--- config.mk ---
export PLATFORM = sky130hd
export DESIGN_NAME = submodule_fault_protection_unit
export DESIGN_NICKNAME = d
export VERILOG_FILES = /design/src/sfp_pkg.sv /design/src/submodule_fault_protection_unit.sv /design/src/sfp_cfg.sv /design/src/sfp_persist.sv
export SDC_FILE = /design/constraint.sdc
export NUM_CORES = 1
export LEC_CHECK = 0
export ABC_AREA = 1
export ABC_CLOCK_PERIOD_IN_PS = 3600
export BUFFER_PORTS_ARGS = -buffer_cell sky130_fd_sc_hd__buf_2
export CAP_MARGIN = 10
export CELL_PAD_IN_SITES_DETAIL_PLACEMENT = 1
export CELL_PAD_IN_SITES_GLOBAL_PLACEMENT = 1
export CORE_MARGIN = 5
export CORE_UTILIZATION = 45
export DETAILED_ROUTE_END_ITERATION = 16
export PLACE_DENSITY_LB_ADDON = 0.1
export SKIP_CTS_REPAIR_TIMING = 1
export SLEW_MARGIN = 40
export SYNTH_ARGS = -nofsm -noshare
export SYNTH_HDL_FRONTEND = slang
export SYNTH_HIERARCHICAL = 1
export SYNTH_SLANG_ARGS = --single-unit
--- constraint.sdc ---
create_clock -name clk_i -period 3.6 [get_ports clk_i]
set_input_delay 1.08 -clock clk_i [delete_from_list [all_inputs] [get_ports clk_i]]
set_output_delay 1.08 -clock clk_i [all_outputs]
set_load 0.05 [all_outputs]
--- src/sfp_pkg.sv ---
// ----------------------------------------------------------------------------
// sfp_pkg
// Shared types and constants of the submodule fault protection block.
// ----------------------------------------------------------------------------
`default_nettype none

package sfp_pkg;

  localparam int unsigned MaxLanes   = 4;
  localparam int unsigned NumModules = 4;
  localparam int unsigned VoltW      = 16;
  localparam int unsigned CurrW      = 16;
  localparam int unsigned TicksW     = 12;
  localparam int unsigned CountW     = 13;
  localparam int unsigned CfgIdxW    = 8;
  localparam int unsigned CfgDataW   = 16;

  localparam logic [CountW-1:0] CountMax  = '1;
  localparam logic [CountW-1:0] HoldExtra = CountW'(3);

  typedef enum logic [CfgIdxW-1:0] {
    CFG_OV_THRESHOLD = 8'd0,
    CFG_OV_TICKS     = 8'd1,
    CFG_OC_THRESHOLD = 8'd2,
    CFG_OC_TICKS     = 8'd3
  } cfg_idx_e;

  typedef struct packed {
    logic        [VoltW-1:0]  ov_threshold;
    logic        [TicksW-1:0] ov_ticks;
    logic signed [CurrW-1:0]  oc_threshold;
    logic        [TicksW-1:0] oc_ticks;
  } cfg_t;

  typedef struct packed {
    logic        [VoltW-1:0]    module_voltage_1;
    logic        [VoltW-1:0]    module_voltage_2;
    logic        [VoltW-1:0]    module_voltage_3;
    logic        [VoltW-1:0]    module_voltage_4;
    logic signed [CurrW-1:0]    bridge_current;
    logic        [MaxLanes-1:0] driver_ok_lines;
    logic        [MaxLanes-1:0] no_short_lines;
    logic        [MaxLanes-1:0] temp_ok_lines;
    logic                       link_lost;
  } in_item_t;

  typedef struct packed {
    logic [MaxLanes-1:0] driver_faults;
    logic [MaxLanes-1:0] short_faults;
    logic [MaxLanes-1:0] overtemp_faults;
    logic [MaxLanes-1:0] overvoltage_faults;
    logic                overcurrent_fault;
    logic                link_fault;
  } out_item_t;

endpackage

`default_nettype wire

--- src/submodule_fault_protection_unit.sv ---
// ----------------------------------------------------------------------------
// submodule_fault_protection_unit
// Overvoltage and overcurrent protection with persistence timers, latched
// comm fault and pass-through status faults for up to four submodules.
// ----------------------------------------------------------------------------
// One protection tick is taken per clock cycle unless the receiver stalls. An
// accepted item lands in the input register; when the output register is free
// the compares, persistence counters and latches update and the result moves
// into the output register, where it is offered to the receiver.
// Throughput is one item per cycle when the receiver does not stall, set by the
// two-register pipeline; in_ready_o follows out_ready_i combinationally when
// both registers hold items. Latches clear only at reset.
`default_nettype none

module submodule_fault_protection_unit
  import sfp_pkg::*;
#(
  parameter int unsigned NUM_MODULES = NumModules
) (
  input  wire logic                clk_i,
  input  wire logic                rst_ni,
  input  wire logic                in_valid_i,
  output      logic                in_ready_o,
  input  wire in_item_t            in_item_i,
  output      logic                out_valid_o,
  input  wire logic                out_ready_i,
  output      out_item_t           out_item_o,
  input  wire logic                cfg_we_i,
  input  wire logic [CfgIdxW-1:0]  cfg_index_i,
  input  wire logic [CfgDataW-1:0] cfg_data_i
);

  localparam int unsigned Lanes = (NUM_MODULES < MaxLanes) ? NUM_MODULES : MaxLanes;
  localparam logic [MaxLanes-1:0] LaneMask = MaxLanes'((1 << Lanes) - 1);

  cfg_t      cfg;
  in_item_t  s1_item_q;
  logic      s1_valid_q;
  out_item_t out_item_q, out_item_d;
  logic      out_valid_q;
  logic      s1_fire, out_free;

  logic [VoltW-1:0]    volt [MaxLanes];
  logic [Lanes-1:0]    ov_set;
  logic [MaxLanes-1:0] ov_latch_q, ov_latch_d;
  logic                oc_set, oc_latch_q, oc_latch_d;
  logic                comm_latch_q, comm_latch_d;

  sfp_cfg u_cfg (
    .clk_i,
    .rst_ni,
    .cfg_we_i,
    .cfg_index_i,
    .cfg_data_i,
    .cfg_o (cfg)
  );

  // pipeline handshake
  assign out_free   = !out_valid_q || out_ready_i;
  assign s1_fire    = s1_valid_q && out_free;
  assign in_ready_o = !s1_valid_q || out_free;

  always_ff @(posedge clk_i or negedge rst_ni) begin
    if (!rst_ni) begin
      s1_valid_q  <= 1'b0;
      out_valid_q <= 1'b0;
    end else begin
      if (in_ready_o) begin
        s1_valid_q <= in_valid_i;
      end
      if (out_free) begin
        out_valid_q <= s1_valid_q;
      end
    end
  end

  always_ff @(posedge clk_i) begin
    if (in_valid_i && in_ready_o) begin
      s1_item_q <= in_item_i;
    end
    if (s1_fire) begin
      out_item_q <= out_item_d;
    end
  end

  assign volt[0] = s1_item_q.module_voltage_1;
  assign volt[1] = s1_item_q.module_voltage_2;
  assign volt[2] = s1_item_q.module_voltage_3;
  assign volt[3] = s1_item_q.module_voltage_4;

  for (genvar g = 0; g < Lanes; g++) begin : g_lane
    sfp_persist u_ov (
      .clk_i,
      .rst_ni,
      .en_i    (s1_fire),
      .hit_i   (volt[g] > cfg.ov_threshold),
      .ticks_i (cfg.ov_ticks),
      .set_o   (ov_set[g])
    );
  end

  sfp_persist u_oc (
    .clk_i,
    .rst_ni,
    .en_i    (s1_fire),
    .hit_i   ($signed(s1_item_q.bridge_current) >= $signed(cfg.oc_threshold)),
    .ticks_i (cfg.oc_ticks),
    .set_o   (oc_set)
  );

  always_comb begin
    ov_latch_d   = ov_latch_q | (MaxLanes'(ov_set) & LaneMask);
    oc_latch_d   = oc_latch_q | oc_set;
    comm_latch_d = comm_latch_q | s1_item_q.link_lost;

    out_item_d.driver_faults      = ~s1_item_q.driver_ok_lines & LaneMask;
    out_item_d.short_faults       = ~s1_item_q.no_short_lines & LaneMask;
    out_item_d.overtemp_faults    = ~s1_item_q.temp_ok_lines & LaneMask;
    out_item_d.overvoltage_faults = ov_latch_d;
    out_item_d.overcurrent_fault  = oc_latch_d;
    out_item_d.link_fault         = comm_latch_d;
  end

  always_ff @(posedge clk_i or negedge rst_ni) begin
    if (!rst_ni) begin
      ov_latch_q   <= '0;
      oc_latch_q   <= 1'b0;
      comm_latch_q <= 1'b0;
    end else if (s1_fire) begin
      ov_latch_q   <= ov_latch_d;
      oc_latch_q   <= oc_latch_d;
      comm_latch_q <= comm_latch_d;
    end
  end

  assign out_valid_o = out_valid_q;
  assign out_item_o  = out_item_q;

`ifndef SYNTH
  a_ov_latch_sticky: assert property (@(posedge clk_i) disable iff (!rst_ni)
    ((ov_latch_q & $past(ov_latch_q)) == $past(ov_latch_q)))
    else $error("overvoltage latch cleared without reset");

  a_s1_to_out: assert property (@(posedge clk_i) disable iff (!rst_ni)
    s1_fire |=> out_valid_q)
    else $error("item lost between input and output register");

  a_comm_latch: assert property (@(posedge clk_i) disable iff (!rst_ni)
    (s1_fire && s1_item_q.link_lost) |=> (comm_latch_q && out_item_q.link_fault))
    else $error("link loss did not latch comm fault");

  a_stall_full: assert property (@(posedge clk_i) disable iff (!rst_ni)
    !in_ready_o |-> (s1_valid_q && out_valid_q))
    else $error("input stalled with free pipeline slot");
`endif

endmodule

`default_nettype wire

--- src/sfp_cfg.sv ---
// ----------------------------------------------------------------------------
// sfp_cfg
// Configuration register file: thresholds and persistence tick counts.
// ----------------------------------------------------------------------------
`default_nettype none

module sfp_cfg
  import sfp_pkg::*;
(
  input  wire logic                clk_i,
  input  wire logic                rst_ni,
  input  wire logic                cfg_we_i,
  input  wire logic [CfgIdxW-1:0]  cfg_index_i,
  input  wire logic [CfgDataW-1:0] cfg_data_i,
  output      cfg_t                cfg_o
);

  cfg_t cfg_q, cfg_d;

  always_comb begin
    cfg_d = cfg_q;
    if (cfg_we_i) begin
      unique case (cfg_idx_e'(cfg_index_i))
        CFG_OV_THRESHOLD: cfg_d.ov_threshold = cfg_data_i[VoltW-1:0];
        CFG_OV_TICKS:     cfg_d.ov_ticks     = cfg_data_i[TicksW-1:0];
        CFG_OC_THRESHOLD: cfg_d.oc_threshold = $signed(cfg_data_i[CurrW-1:0]);
        CFG_OC_TICKS:     cfg_d.oc_ticks     = cfg_data_i[TicksW-1:0];
        default:          cfg_d = cfg_q;
      endcase
    end
  end

  always_ff @(posedge clk_i or negedge rst_ni) begin
    if (!rst_ni) begin
      cfg_q.ov_threshold <= '1;
      cfg_q.ov_ticks     <= TicksW'(10);
      cfg_q.oc_threshold <= {1'b0, {(CurrW-1){1'b1}}};
      cfg_q.oc_ticks     <= TicksW'(10);
    end else begin
      cfg_q <= cfg_d;
    end
  end

  assign cfg_o = cfg_q;

endmodule

`default_nettype wire

--- src/sfp_persist.sv ---
// ----------------------------------------------------------------------------
// sfp_persist
// Persistence counter: counts consecutive hits and flags when the set time
// is reached, then holds the count at ticks plus three.
// ----------------------------------------------------------------------------
`default_nettype none

module sfp_persist
  import sfp_pkg::*;
(
  input  wire logic              clk_i,
  input  wire logic              rst_ni,
  input  wire logic              en_i,
  input  wire logic              hit_i,
  input  wire logic [TicksW-1:0] ticks_i,
  output      logic              set_o
);

  logic [CountW-1:0] cnt_q, cnt_d, cnt_inc, ticks_ext;

  assign ticks_ext = {1'b0, ticks_i};
  assign cnt_inc   = (cnt_q != CountMax) ? cnt_q + CountW'(1) : cnt_q;
  assign set_o     = hit_i && (cnt_inc >= ticks_ext);

  always_comb begin
    cnt_d = cnt_q;
    if (en_i) begin
      if (!hit_i) begin
        cnt_d = '0;
      end else if (set_o) begin
        cnt_d = ticks_ext + HoldExtra;
      end else begin
        cnt_d = cnt_inc;
      end
    end
  end

  always_ff @(posedge clk_i or negedge rst_ni) begin
    if (!rst_ni) begin
      cnt_q <= '0;
    end else begin
      cnt_q <= cnt_d;
    end
  end

endmodule

`default_nettype wire

==> metrics.md <==
| Metric | Value |
|---|---|
| Run status | `complete, no violations` |
| Starting DRT DRC Count | `800` |
| Total detailed-routing wirelength | `between 40 and 50 mm` |
| Number of antenna violations at the first check in global routing | `3` |
| Hold slack final | `458 ps` |
| Number of cells in the finished layout apart from fillers | `about 2,600` |
| Post-detailed-placement half-perimeter wirelength | `36.6 mm` |
| Critical Path Fanout Max | `14` |
| Final Slew Violations | `0` |
| P&R area growth vs syn | `13.0%` |
| Post-layout min period | `3390 ps` |
| Largest delay contributor family on the critical path | `simple AND/OR/NAND/NOR gates` |
| Post-synthesis cell type with the largest combined area | `sky130_fd_sc_hd__edfxtp_1` |
| Total via count after detailed routing | `about 14,000` |
| Count of flip-flops with a built-in enable after synthesis | `~110` |
| Setup tns final | `0 ps` |
| Count of nets left with antenna violations after detail routing | `0` |
| Number of input and output port buffers inserted | `~140` |
| Post-layout instance area | `0.0185 mm^2` |
| Post-layout power | `around 13 mW` |
| Filler cell count in the final layout | `4,399` |
| Die width | `between 200 and 250 um` |
| Count of unresolved DRC violations after routing | `0` |
| Routability congestion estimate | `~0.85` |
| Logic depth of the worst register-to-register path | `19` |
| Critical Path AT | `between 3000 and 4000 ps` |
| RR Startpoint | `g_lane[3].u_ov/cnt_q[0]` |
| Die area | `around 0.040 mm^2` |
| Yosys warning count | `6` |
| Reported leakage power | `8.81 nW` |
| Count of placed standard cells including taps | `around 2,600` |
| Worst min-delay path class | `flop to flop` |
| Clock buffers created by TritonCTS | `29` |
| Cell type of the slowest stage on the worst timing path | `sky130_fd_sc_hd__dfrtp_2` |
| Most Frequent Cell on Critical Path | `sky130_fd_sc_hd__inv_1` |
| Worst flop-to-flop path endpoint | `out_item_o[5]` |
| First-pass GRT wire length | `77.4 mm` |
| Combined area of the multi-input logic cells | `between 0.008 and 0.009 mm^2` |
| Wire length per cell after detailed routing | `around 18 um` |
| Cell chain of the critical path | `ha_2 > inv_1 > nor2_2 > nand2_2 > inv_2 > nand3_2 > nand2_1 > xor2_1 > inv_1 > ha_1 > a21oi_1 > o21ai_0 > or2_2 > nand2_1 > nand2_4 > nand2_4 > inv_1 > inv_1 > nand2_1` |
| Total global routing overflow | `0` |
| H-tree depth | `1` |
| Cell depth of the worst setup path | `19` |
| Placement Cell Area | `~0.017 mm^2` |
| Clk Latency, worst-skew pair | `around 590 ps` |
| Vias in the first global route | `approximately 15,000` |
| Largest net degree at the start of global routing | `slightly above 80` |
| Clock tree skew after final layout | `approximately 17 ps` |
| RSZ-0062 raised after global routing | `no` |
| Average via count per standard cell | `5.27` |
| Final number of hold-violating endpoints | `0` |
| Standard-cell rows | `between 60 and 70` |
| Peak VDD IR | `453 uV` |
| Critical Path Source Type | `flop` |
| Flip-flop and latch count after synthesis | `240` |
| Clock tree root driver cell | `sky130_fd_sc_hd__clkbuf_16` |
| Ys async rst share | `between 50 and 60%` |
| Synth top area share | `approximately a fifth` |
| CP endpoint | `out_item_o[5]` |
| R2r setup slk | `210 ps` |
| Gate count of the mapped netlist | `between 2,000 and 2,500` |
| Final worst-path cycle share | `between 90% and 100%` |
| Nets@finish | `roughly 2,400` |
| Top area cells in the synthesized netlist | `sky130_fd_sc_hd__edfxtp_1, sky130_fd_sc_hd__dfrtp_1, sky130_fd_sc_hd__nand2_1` |
| Highest clock frequency the design can meet | `295 MHz` |
| Share of the yosys chip area belonging to registers | `40.4%` |
| Pwr/cell area | `between 600 and 700 mW/mm^2` |
| Count of distinct cell types in the synthesized netlist | `42` |
| Buffers & Inverters on Critical Path | `5` |
| Largest buffer count on any clock path | `3` |
| Fraction of final layout cells with drive strength greater than 1 | `roughly a fifth` |
| # clock sinks | `240` |
| Floorplan core area | `between 0.03 and 0.04 mm^2` |
| CP Capture Type | `flop` |
| CTS tree | `yes` |
| Max-capacitance violation count | `0` |
| Beginning of the critical path | `g_lane[3].u_ov/cnt_q[0]` |
| Combined global-route utilization of all metal layers | `between 20% and 30%` |
| Die boundary height | `approximately 200 um` |
| Setup violation total in the final timing report | `0` |
| Clock slew at the register clock pins of the worst setup and hold paths | `about 60 ps` |
| Required time of the critical path | `3930 ps` |
| Mapped cell area | `roughly 0.016 mm^2` |
| First-pass iteration count of the detailed router | `5` |
| Starting density of the core | `roughly 46%` |
| Area used by sequential logic in the layout | `between 0.006 and 0.007 mm^2` |
| Largest incremental delay on the critical path | `approximately 430 ps` |
| Max-Slew Margin vs Limit | `~50%` |
| Synthesized area per cell | `8.13 um^2` |
| Slew @ Worst Pin | `~730 ps` |
| Total nets after synthesis | `2,281` |
| WS Path Type | `flop to flop` |
| Post-synth top flop | `sky130_fd_sc_hd__edfxtp_1` |
| Top-Level Pins | `142` |
==> state kept, by name, summed over array words and instances, names as in the netlist <==
| name | count |
|---|---|
| comm_latch_q | 1 |
| g_lane.u_ov/cnt_q | 52 |
| oc_latch_q | 1 |
| out_item_o | 18 |
| out_valid_o | 1 |
| ov_latch_q | 4 |
| s1_item_q | 93 |
| s1_valid_q | 1 |
| u_cfg/cfg_o | 56 |
| u_oc/cnt_q | 13 |
==> cell usage after synthesis, types with 3 or more instances <==
library cell / instances
sky130_fd_sc_hd__o21ai_1: 12
sky130_fd_sc_hd__nor2_1: 117
sky130_fd_sc_hd__dfstp_2: 35
sky130_fd_sc_hd__nand2_4: 6
sky130_fd_sc_hd__nand2_1: 572
sky130_fd_sc_hd__ha_1: 150
sky130_fd_sc_hd__a21oi_2: 4
sky130_fd_sc_hd__o21a_1: 4
sky130_fd_sc_hd__nand3_2: 34
sky130_fd_sc_hd__nand3_1: 181
sky130_fd_sc_hd__nor2_2: 18
sky130_fd_sc_hd__o21ai_0: 43
sky130_fd_sc_hd__and3_1: 3
sky130_fd_sc_hd__buf_6: 19
sky130_fd_sc_hd__clkbuf_1: 9
sky130_fd_sc_hd__xnor2_1: 4
sky130_fd_sc_hd__or2_2: 5
sky130_fd_sc_hd__a31o_2: 6
sky130_fd_sc_hd__nor2_4: 24
sky130_fd_sc_hd__buf_2: 6
sky130_fd_sc_hd__nor4_1: 4
sky130_fd_sc_hd__a21oi_1: 103
sky130_fd_sc_hd__xor2_1: 47
sky130_fd_sc_hd__inv_1: 275
sky130_fd_sc_hd__edfxtp_1: 111
sky130_fd_sc_hd__nand2_2: 36
sky130_fd_sc_hd__a21o_1: 9
sky130_fd_sc_hd__inv_2: 12
sky130_fd_sc_hd__nor3_1: 20
sky130_fd_sc_hd__dfrtp_1: 94
sky130_fd_sc_hd__nand4_1: 27
==> stage by stage <==
step / setup WS [ps] / utilization [%]
CTS: 136 / 51.6
floorplan: 187 / -
finish: 212 / 51.7
global route: 4.13 / 51.7
detailed placement: 171 / 48.9
global placement: 235 / 48.9
==> metal layers <==
layer	up-vias	part of all wire [%]	track usage [%]	routed length [um]
met4	6	2.8	5.97	1320
met5	-	0.072	0	34
met3	86	3.7	3.60	1740
met2	238	48	40.5	22800
li1	6841	-	-	-
met1	6779	45	30.2	21300
==> worst min-delay path by stage <==
stage	start	slack [ps]	cells past startpoint	to
finish	comm_latch_q	460	2	comm_latch_q
global route	u_cfg/cfg_o[52]	480	2	u_cfg/cfg_o[52]
CTS	u_cfg/cfg_o[13]	460	2	u_cfg/cfg_o[13]
detailed placement	comm_latch_q	450	2	comm_latch_q
global placement	oc_latch_q	440	2	oc_latch_q
floorplan	comm_latch_q	430	2	comm_latch_q
==> report_power, final <==
part,internal (mW),switching (mW),total (mW)
clock network,1.74,1.26,3.00
registers,3.36,0.540,3.90
logic,2.00,3.81,5.81
==> kinds of logic after synthesis <==
logic type                 after synthesis  share of synthesized area, %
xor gates and xnor gates                52                          2.83
buffers and inverters                  328                          8.71
and+or+nand+nor                       1053                          30.2
DFF                                    240                          40.4
adders and majority gates              150                          11.5
AOI/OAI and AO/OA                      186                          6.36
==> worst min-delay path, stage by stage, from the launching register on <==
cell,delay (ps)
sky130_fd_sc_hd__dfrtp_1,320
sky130_fd_sc_hd__inv_1,40
sky130_fd_sc_hd__o21ai_0,60
==> final cells by class <==
type	instances	share of cell area, %
multi-input combinational	1441	45.1
timing repair buffer	158	4.68
clock inverter	20	1.00
clock buffer	34	4.32
inverter	290	5.93
antenna	2	0.0271
sequential	240	35.8
tap	461	3.12
==> placed cells by master (no fill, tap or decap), types with 35 or more instances in the layout <==
cell type and n:
sky130_fd_sc_hd__inv_1 274, sky130_fd_sc_hd__ha_1 147, sky130_fd_sc_hd__dfstp_2 35, sky130_fd_sc_hd__nand3_1 180, sky130_fd_sc_hd__nand2_1 572, sky130_fd_sc_hd__buf_2 140
sky130_fd_sc_hd__nor2_1 117, sky130_fd_sc_hd__o21ai_0 43, sky130_fd_sc_hd__dfrtp_1 91, sky130_fd_sc_hd__edfxtp_1 111, sky130_fd_sc_hd__nand2_2 36, sky130_fd_sc_hd__xor2_1 47
sky130_fd_sc_hd__nand3_2 35, sky130_fd_sc_hd__a21oi_1 102
No activity file was read; power rests on OpenSTA's default activity.
